[src/hw/rtl/ppe_pkg.sv]
// Shared types, constants and helpers for the particle pool engine.
// Used by every RTL module of the block but ppe_ram, and by its checker. No dependencies.
`default_nettype none

package ppe_pkg;

  localparam int          PPE_SLOTS  = 1024;
  localparam logic [31:0] SEED_RESET = 32'd12345678;
  localparam logic [31:0] LFSR_MASK  = 32'h80200003;

  typedef enum logic [1:0] {
    OP_SPAWN   = 2'd0,
    OP_ADVANCE = 2'd1,
    OP_READ    = 2'd2,
    OP_NOP     = 2'd3
  } op_t;

  typedef struct packed {
    op_t         op;
    logic [9:0]  slot_index;
    logic [10:0] spawn_count;
    logic [15:0] time_step;
    logic [15:0] life_time;
    logic [31:0] position_xy;
    logic [31:0] velocity_low_xy;
    logic [31:0] velocity_high_xy;
    logic [31:0] size_low_xy;
    logic [31:0] size_high_xy;
    logic [31:0] birth_rgba;
    logic [31:0] death_rgba;
  } in_item_t;

  typedef struct packed {
    logic        slot_active;
    logic [31:0] slot_position_xy;
    logic [31:0] slot_size_xy;
    logic [31:0] slot_colour_rgba;
    logic [10:0] alive_count;
    logic [10:0] died_count;
  } out_item_t;

  // One slot of the particle store, kept in a single RAM word.
  typedef struct packed {
    logic            live;
    logic [15:0]     age;
    logic [15:0]     life;
    logic [31:0]     pos_x;      // signed, units of 2^-14 px
    logic [31:0]     pos_y;
    logic [31:0]     vel;        // signed Q2.14 px per time unit per half
    logic [31:0]     size;
    logic [31:0]     start_col;
    logic [3:0][8:0] delta;      // death minus birth per channel
    logic [31:0]     shown;
  } slot_word_t;

  typedef enum logic [3:0] {
    ST_CLEAR,
    ST_IDLE,
    ST_DISPATCH,
    ST_SP_RD,
    ST_SP_DRAW,
    ST_SP_WR,
    ST_ADV_RD,
    ST_ADV_CHK,
    ST_ADV_NUM,
    ST_ADV_DIV,
    ST_ADV_WR,
    ST_FIN
  } ppe_state_t;

  typedef struct packed {
    logic       start;
    logic       clr_wr;
    logic       draw_en;
    logic [1:0] draw_sel;
    logic       sp_wr;
    logic       adv_load;
    logic       num_load;
    logic       div_step;
    logic       adv_wr;
    logic       res_load;
  } ppe_cmd_t;

  typedef struct packed {
    op_t         op;
    logic [10:0] spawn_count;
    logic        slot_live;
    logic        out_stall;
  } ppe_stat_t;

  // One step of the right-shifting Galois LFSR.
  function automatic logic [31:0] lfsr_step(input logic [31:0] s);
    logic [31:0] n;
    n = {1'b0, s[31:1]};
    if (s[0]) begin
      n = n ^ LFSR_MASK;
    end
    return n;
  endfunction

endpackage

`default_nettype wire

[src/hw/rtl/ppe_ctrl.sv]
// Sequencer of the particle pool engine: clear sweep, spawn, advance walk, result.
// Depends on ppe_pkg.
`default_nettype none

module ppe_ctrl import ppe_pkg::*; #(
  parameter int SLOTS = PPE_SLOTS,
  localparam int SW = $clog2(SLOTS)
) (
  input  wire logic      clk,
  input  wire logic      rst_n,
  input  wire logic      in_valid,
  input  wire ppe_stat_t stat,
  output logic           in_ready,
  output ppe_cmd_t       cmd,
  output logic [SW-1:0]  slot_addr
);

  localparam logic [SW-1:0] LAST = SW'(SLOTS - 1);

  ppe_state_t  state_r, state_nxt;
  logic [SW-1:0] idx_r, idx_nxt;
  logic [SW-1:0] ptr_r, ptr_nxt;
  logic [10:0]   rem_r, rem_nxt;
  logic [2:0]    sub_r, sub_nxt;

  always_ff @(posedge clk) begin
    if (!rst_n) begin
      state_r <= ST_CLEAR;
      idx_r   <= '0;
      ptr_r   <= '0;
      rem_r   <= '0;
      sub_r   <= '0;
    end else begin
      state_r <= state_nxt;
      idx_r   <= idx_nxt;
      ptr_r   <= ptr_nxt;
      rem_r   <= rem_nxt;
      sub_r   <= sub_nxt;
    end
  end

  always_comb begin
    state_nxt    = state_r;
    idx_nxt      = idx_r;
    ptr_nxt      = ptr_r;
    rem_nxt      = rem_r;
    sub_nxt      = sub_r;
    cmd          = '0;
    cmd.draw_sel = sub_r[1:0];
    in_ready     = 1'b0;
    case (state_r)
      ST_CLEAR: begin
        cmd.clr_wr = 1'b1;
        if (idx_r == LAST) begin
          idx_nxt   = '0;
          state_nxt = ST_IDLE;
        end else begin
          idx_nxt = idx_r + 1'b1;
        end
      end
      ST_IDLE: begin
        in_ready = 1'b1;
        if (in_valid) begin
          state_nxt = ST_DISPATCH;
        end
      end
      ST_DISPATCH: begin
        cmd.start = 1'b1;
        case (stat.op)
          OP_SPAWN: begin
            if (stat.spawn_count == '0) begin
              state_nxt = ST_FIN;
            end else begin
              rem_nxt   = stat.spawn_count;
              state_nxt = ST_SP_RD;
            end
          end
          OP_ADVANCE: begin
            idx_nxt   = '0;
            state_nxt = ST_ADV_RD;
          end
          default: state_nxt = ST_FIN;
        endcase
      end
      ST_SP_RD: begin
        sub_nxt   = '0;
        state_nxt = ST_SP_DRAW;
      end
      ST_SP_DRAW: begin
        cmd.draw_en = 1'b1;
        if (sub_r == 3'd3) begin
          state_nxt = ST_SP_WR;
        end else begin
          sub_nxt = sub_r + 1'b1;
        end
      end
      ST_SP_WR: begin
        cmd.sp_wr = 1'b1;
        ptr_nxt   = (ptr_r == LAST) ? '0 : ptr_r + 1'b1;
        rem_nxt   = rem_r - 1'b1;
        state_nxt = (rem_r == 11'd1) ? ST_FIN : ST_SP_RD;
      end
      ST_ADV_RD: begin
        state_nxt = ST_ADV_CHK;
      end
      ST_ADV_CHK: begin
        if (stat.slot_live) begin
          cmd.adv_load = 1'b1;
          state_nxt    = ST_ADV_NUM;
        end else if (idx_r == LAST) begin
          state_nxt = ST_FIN;
        end else begin
          idx_nxt   = idx_r + 1'b1;
          state_nxt = ST_ADV_RD;
        end
      end
      ST_ADV_NUM: begin
        cmd.num_load = 1'b1;
        sub_nxt      = '0;
        state_nxt    = ST_ADV_DIV;
      end
      ST_ADV_DIV: begin
        cmd.div_step = 1'b1;
        if (sub_r == 3'd7) begin
          state_nxt = ST_ADV_WR;
        end else begin
          sub_nxt = sub_r + 1'b1;
        end
      end
      ST_ADV_WR: begin
        cmd.adv_wr = 1'b1;
        if (idx_r == LAST) begin
          state_nxt = ST_FIN;
        end else begin
          idx_nxt   = idx_r + 1'b1;
          state_nxt = ST_ADV_RD;
        end
      end
      ST_FIN: begin
        if (!stat.out_stall) begin
          cmd.res_load = 1'b1;
          state_nxt    = ST_IDLE;
        end
      end
      default: state_nxt = ST_IDLE;
    endcase
  end

  assign slot_addr = (state_r == ST_SP_RD || state_r == ST_SP_DRAW || state_r == ST_SP_WR)
                     ? ptr_r : idx_r;

endmodule

`default_nettype wire

[config.mk]
export PLATFORM = sky130hd
export DESIGN_NAME = ppe_ctrl
export DESIGN_NICKNAME = d
export VERILOG_FILES = /design/src/hw/rtl/ppe_pkg.sv /design/src/hw/rtl/ppe_ctrl.sv
export SDC_FILE = /design/constraint.sdc
export NUM_CORES = 1
export LEC_CHECK = 0
export BUFFER_PORTS_ARGS = -buffer_cell sky130_fd_sc_hd__buf_2
export CORE_ASPECT_RATIO = 0.9
export CORE_MARGIN = 3
export CORE_UTILIZATION = 25
export DETAILED_ROUTE_END_ITERATION = 6
export GPL_ROUTABILITY_DRIVEN = 1
export REMOVE_ABC_BUFFERS = 1
export SKIP_LAST_GASP = 1
export SLEW_MARGIN = 0
export SYNTH_ARGS = -nofsm -noshare
export SYNTH_HDL_FRONTEND = slang
export SYNTH_SLANG_ARGS = --single-unit
[constraint.sdc]
create_clock -name clk -period 2.6 [get_ports clk]
set_input_delay 0.26 -clock clk [delete_from_list [all_inputs] [get_ports clk]]
set_output_delay 0.26 -clock clk [all_outputs]
set_load 0.05 [all_outputs]
Yosys cells after proc, flatten, opt, wreduce, memory -nomap -nowiden. Cells that the tools add are included. W data, S select, Z words.

Output and inout bits: 22. Flip-flop bits (word level): 38.

Reduce and logical (&&, ||, !) cells: 13. Equal/unequal tests: 28. Add/subtract/negate cells: 4. Multiplexer cells: 36.

Operators by type and width (number): $mux W10 (6); $pmux W4 S12 (1); $pmux W10 S4 (1); $mux W4 (9); $mux W11 (2); $ne A2 B2 Y1 const B (11); $pmux W11 S2 (1); $add A10 B1 Y10 const B (2); $eq A10 B10 Y1 const B (2); $eq A4 B3 Y1 const B (4); $eq A4 B4 Y1 const B (4); $mux W1 (12); $eq A11 B1 Y1 const B (1); $logic_not A11 Y1 (1); $sub A11 B1 Y11 const B (1); $pmux W3 S3 (1); $reduce_and A3 Y1 (3); $eq A4 B2 Y1 const B (2); $pmux W4 S2 (1); $mux W3 (2); $reduce_and A5 Y1 (1); $eq A4 B1 Y1 const B (1); $logic_not A4 Y1 (1); $reduce_bool A4 Y1 (1); 9 further kinds (10).

Depth between registers and ports, before layout. Gate-level depths: netlist (run 1).

Depth in word-level cells: 4. Depth in mapped cells: 7.

Worst setup path after synthesis (run 1). Ideal clock, no wire load.

Path type: reg2out. Start point: register state_r[1]. End point: output port cmd[0] in the netlist's numbering. Path buffers: 2. Required time: 2.340 ns. Stages on the path, launching flop included: 5. Path slack: 0.456 ns. Arrival: 1.884 ns. Path through: dfxtp_1 > buf_2 > buf_2 > nand2_1 > nor3_1.

RTL lines: start: declaration (RTL line ppe_ctrl.sv:20) `ppe_state_t state_r, state_nxt;`; start signal: assignment (RTL line ppe_ctrl.sv:34) `state_r <= state_nxt;`; end: declaration (RTL line ppe_ctrl.sv:14) `output ppe_cmd_t cmd,`.

Worst setup path in the final report (run 1).
Start point: register state_r[0]. End point: output port slot_addr[3].

Cells in the longest elaborated chain, start to end: 4. Elaborated cells on any way between the ends: 6. Classes of those cells: 3 x eq/ne; 1 x mux; 2 x reduce/logical.

RTL lines: $eq A4 B2 Y1 or $eq A4 B3 Y1 (tied branches) (RTL line ppe_ctrl.sv:149) `assign slot_addr = (state_r == ST_SP_RD || state_r == ST_SP_DRAW || state_r == ST_SP_WR)`; $logic_or A1 B1 Y1 (RTL line ppe_ctrl.sv:149); $logic_or A1 B1 Y1 * (RTL line ppe_ctrl.sv:149); $mux W10 * (RTL line ppe_ctrl.sv:150) `? ptr_r : idx_r;`; end: declaration (RTL line ppe_ctrl.sv:15) `output logic [SW-1:0] slot_addr`.

Mark *: on every way between the ends. The rest lies on a longest branch, timed or not.

==> flow_metrics.tcl, run 1 <==
set metrics [dict create \
    place_hpwl_mm 5.28 \
    synth-compound-area-share_pct 23.9 \
    startpoint_type "register" \
    final_cell_mix "39 x buf_2, 38 x dfxtp_1, 33 x nor2_1" \
    arrival_ns 2.17 \
    cts_max_level 2 \
    p_leak_nw 1.18 \
    maxSlewHeadroom_pct 43.8 \
    tightest_slew_ns 0.844 \
    nets 387 \
    final_max_slew_viol_count 0 \
    grt_max_degree 24 \
    critPathSlowestCell "dfxtp_1" \
    status "completed" \
    synth_ff_type "dfxtp_1" \
    power.density_mw_per_mm2 411 \
    die-area_mm2 0.0118 \
    post_cts_buffers 0 \
    crit_path_cell_trace "buf_4 > nand3b_1 > a21oi_4 > mux2_2 > buf_2" \
    synth_area_mm2 0.00263 \
    grt-ovfl-total 0 \
    setup_violations 0 \
    synth.avg_cell_area_um2 7.99 \
    synthSimpleGateAreaFrac_pct 29.0 \
    ant_nets 0 \
    die_h_um 103 \
    cts_max_path_buffers 2 \
    synth_edf_count 0 \
    start_util_pct 26.4 \
    hp-class "primary input to register" \
    viasPerCell 5.23 \
    drive_above_1_share_pct 21.1 \
    yosys_warnings 0 \
    rows 34 \
    grt_pass1_wl_mm 12.4 \
    globalRouteTotalUtil_pct 13.0 \
    dr.pass1.iters 4 \
    synth_seq_cells 38 \
    crit_path_end_kind "primary output" \
    finalHoldViolCount 0 \
    routed_wl_mm 7.36 \
    ioPinCount 40 \
    syn_inst 329 \
    syn_to_final_growth_pct 17.3 \
    critPathKind "register to primary output" \
    totalPowerFinal_mw 1.27 \
    min_period_ns 2.43 \
    clkTransAtPathRegs_ns 0.06 \
    routabilityCongestion 0.816 \
    cts_tree "built" \
    cts_made_buffers 5 \
    cap_violations 0 \
    drcViolationCount 0 \
    max_stage_delay_ns 0.51 \
    synth_xor_area_share_pct 2.33 \
    fill_cells 1083 \
    port_buffers 39 \
    drt-initial-drc-count 171 \
    antenna_found_initial 0 \
    cts_hold_buf 0 \
    drt-wirelength-per-cell_um 15.1 \
    dieWidth_um 114 \
    min_period_over_period_pct 93.3 \
    cts.repair.resized 0 \
    vias 2549 \
    worstPathMaxFanout 13 \
    ys_types 61 \
    grt_pass1_vias 2475 \
    synth_fa_ha_area_share_pct 3.33 \
    root_buffer "clkbuf_16" \
    synthMuxAreaShare_pct 6.57 \
    cts_sinks 38 \
    core_mm2 0.00995 \
    final_common_cell "buf_2" \
    peakVddDrop_v 0.000234 \
    cp.required_ns 2.34 \
    worstSkewPairLatency_ns 0.28 \
    max_freq_mhz 412 \
    clock-skew-final_ns 0.00221 \
    synth_top_family_by_area "simple AND/OR/NAND/NOR gates" \
    hold_slack_ns 0.332 \
    async_reset_ff_share_pct 0 \
    synth-seq-area-share_pct 29.0 \
    num_antenna_cells 0 \
    rsz0062_at_grt "no" \
]
==> area by class of cell <==
cell class,count,area [um2],share of cell area [%]
Multi-Input combinational cell,259,1720,55.8
Inverter,9,33.8,1.10
Sequential cell,38,761,24.7
Clock buffer,6,139,4.51
Timing Repair Buffer,49,270,8.77
Tap cell,126,158,5.12
==> synthesized netlist by cell type (8+ instances only) <==
cell      count  area (um2)
or3_1         8        50.1
nor3_1       12        60.1
nor2_1       33         124
inv_1         8        30.0
nand2_1      24        90.1
buf_2         9        45.0
dfxtp_1      38         761
o21ai_0      13        65.1
clkbuf_1      9        33.8
nand3_1      15        75.1
a21oi_1      27         135
mux2_2       10         113
==> registers in the layout, summed over array words and instances, names as in the netlist <==
| name | count |
|---|---|
| ptr_r | 10 |
| idx_r | 10 |
| sub_r | 3 |
| state_r | 4 |
| rem_r | 11 |
==> where the power goes <==
part / internal (mW) / switching (mW)
clock: 0.371 / 0.226
combinational: 0.0265 / 0.0500
sequential: 0.586 / 0.00623
total: 0.983 / 0.282
==> path summary, 6_finish.rpt <==
check	to	cells after the start	from	slack, ns
max	slot_addr[3]	5	state_r[0]	0.17
max reg2reg	idx_r[8]	6	state_r[0]	0.33
min	rem_r[9]	3	stat[11]	0.33
min reg2reg	rem_r[7]	2	rem_r[7]	0.48
==> worst max-delay path, delay by kind of cell, from the launching register on <==
kind | cells | cell delay [ns]
flip-flops | 1 | 0.51
AND/OR/NAND/NOR | 1 | 0.14
buffers and inverters | 2 | 0.47
AO/OA/AOI/OAI | 1 | 0.36
multiplexers | 1 | 0.40
==> per-stage QoR <==
stage | utilization (%) | TNS [ns] | area, um2 | worst slack (ns) | std cells
6_report | 31.0 | 0 | 3080 | 0.174 | 487
5_1_grt | 31.0 | 0 | 3080 | 0.0721 | 487
4_1_cts | 30.9 | 0 | 3070 | 0.0404 | 487
3_5_place_dp | 29.5 | 0 | 2940 | 0.333 | 481
3_3_place_gp | 29.5 | 0 | 2940 | 0.393 | 481
2_1_floorplan | - | -4.61 | 2510 | -0.416 | 306
==> kinds of logic after synthesis <==
logic type                 count (synthesis)
and+or+nand+nor                          141
DFF                                       38
buffers and inverters                     32
adders and majority gates                  7
xor gates and xnor gates                   7
muxes                                     16
AOI/OAI and AO/OA                         88
==> metal layers <==
metal | vias to the layer above | wire length, um | GRT usage, %
met1 | 1210 | 3940 | 18.9
met3 | 2 | 375 | 3.78
li1 | 1275 | - | -
met5 | - | 0 | 0
met2 | 62 | 3020 | 18.9
met4 | 0 | 30 | 2.92
Power figures use the tool's default switching activity.
==> inputs of run 2 (changes only) <==
PLACE_DENSITY_LB_ADDON = 0.3   (was not set)
==> run 2 against run 1 <==
  * First-iteration DRC count is 4.7% lower
  * Power is 1.5% higher
  * Non-clock buffer count is 2 higher
  * Worst setup slack better by 0.069 ns
  * Worst hold slack worse by 0.0018 ns
  * Final cell count is 0.82% higher
  * Utilization is 0.16 points higher
  * Via count hardly changed
  * Critical path type unchanged
==> flow_metrics.tcl, run 2 (synthesis results as in run 1) <==
set metrics [dict create \
    viasPerCell 5.19 \
    setup_violations 0 \
    drcViolationCount 0 \
    routed_wl_mm 7.33 \
    port_buffers 39 \
    grt-ovfl-total 0 \
    die-area_mm2 0.0118 \
    post-place-cells 483 \
    maxSlewHeadroom_pct 40.3 \
    cp.required_ns 2.34 \
    grt_pass1_wl_mm 12.0 \
    power.density_mw_per_mm2 415 \
    cts_tree "built" \
    antenna_found_initial 0 \
    regMostFlops "rem_r" \
    final_max_slew_viol_count 0 \
    worstSkewPairLatency_ns 0.28 \
    post_cts_buffers 0 \
    clock-skew-final_ns 0.00408 \
    tightest_slew_ns 0.896 \
    max_freq_mhz 424 \
    grt_pass1_vias 2308 \
    drive_above_1_share_pct 21.6 \
    final_common_cell "buf_2" \
    rows 34 \
    arrival_ns 2.10 \
    endpoint "slot_addr[2]" \
    hp-class "primary input to register" \
    min_path_cells 3 \
    critPathKind "register to primary output" \
    reg2reg_to "rem_r[3]" \
    root_buffer "clkbuf_16" \
    finalHoldViolCount 0 \
    largestRegisters "rem_r (11), idx_r (10), ptr_r (10)" \
    vias 2547 \
    die_h_um 103 \
    rsz0062_at_grt "no" \
    globalRouteTotalUtil_pct 12.7 \
    nets 389 \
    cts_max_path_buffers 2 \
    ant_nets 0 \
    routabilityCongestion 0.785 \
    cts_max_level 2 \
    dieWidth_um 114 \
    final_cells 491 \
    min_period_over_period_pct 90.6 \
    cts.repair.resized 0 \
    cap_violations 0 \
    finalInstanceArea_mm2 0.00310 \
    ioPinCount 40 \
    drt-initial-drc-count 163 \
    min_period_ns 2.36 \
    totalPowerFinal_mw 1.28 \
    cts_hold_buf 0 \
    place_hpwl_mm 5.28 \
    start_util_pct 26.4 \
    peakVddDrop_v 0.000241 \
    grt_max_degree 23 \
    reg2reg_slack_ns 0.34 \
    worstRegToRegCells 4 \
    startpoint_type "register" \
    crit_path_end_kind "primary output" \
    core_mm2 0.00995 \
    cts_sinks 38 \
    fill_cells 1097 \
    num_antenna_cells 0 \
    largest_reg_flops 11 \
    clkTransAtPathRegs_ns 0.06 \
    startpoint "state_r[0]" \
    place_area_mm2 0.00295 \
    final_cell_mix "39 x buf_2, 38 x dfxtp_1, 33 x nor2_1" \
    cts_made_buffers 5 \
    r2r_start "state_r[3]" \
    drt-wirelength-per-cell_um 14.9 \
    dr.pass1.iters 4 \
    p_leak_nw 1.19 \
    status "completed" \
    setup-tns-final_ns 0 \
    syn_to_final_growth_pct 17.9 \
    worstPathMaxFanout 13 \
]
## run 2: changes by cell type in the layout (fill, tap and decap cells not counted), sizes merged
cell / delta
clkbuf: +1
buf: +2
clkinv: +1
## run 2: worst min path at each step
stage,from,endpoint
CTS,stat[10],rem_r[8]
global route,stat[11],rem_r[9]
floorplan,rst_n,state_r[1]
finish,stat[10],rem_r[8]
detailed placement,rem_r[7],rem_r[7]
global placement,rem_r[10],rem_r[10]
## run 2: where the power goes
| group | leakage, nW | total [mW] | switching, mW | internal, mW |
|---|---|---|---|---|
| Sequential | 0.307 | 0.593 | 0.00654 | 0.586 |
| Clock | 0.0739 | 0.614 | 0.234 | 0.380 |
| Combinational | 0.813 | 0.0778 | 0.0512 | 0.0265 |
## run 2: final cells by class
class | instances | area, um2 | area share [%]
clock buffers | 7 | 143 | 4.60
clock inverters | 1 | 5.00 | 0.162
inverters | 9 | 33.8 | 1.09
multi-input cells | 259 | 1710 | 55.3
flip-flops and latches | 38 | 761 | 24.6
well taps | 126 | 158 | 5.09
repair buffers | 51 | 285 | 9.21
## run 2: metrics by stage
step,worst slack (ns),hold WS [ns],utilization (%)
finish,0.243,0.331,31.1
global route,0.146,0.357,31.1
CTS,0.245,0.322,31.1
detailed placement,0.395,0.469,29.6
global placement,0.409,0.463,29.6
floorplan,-0.416,0.378,-
## run 2: metal layers
layer	vias up	share of wire (%)	GRT usage, %
met3	2	6.7	3.37
met5	-	0	0
li1	1283	-	-
met1	1195	49	19.1
met2	67	44	18.2
met4	0	0.40	2.92
## run 2: worst max-delay path: stages, from the launching register on
cell and delay [ns]:
dfxtp_1 0.52, buf_4 0.26, nand3b_1 0.12, a21oi_2 0.13, buf_4 0.20, mux2_2 0.37
buf_2 0.22
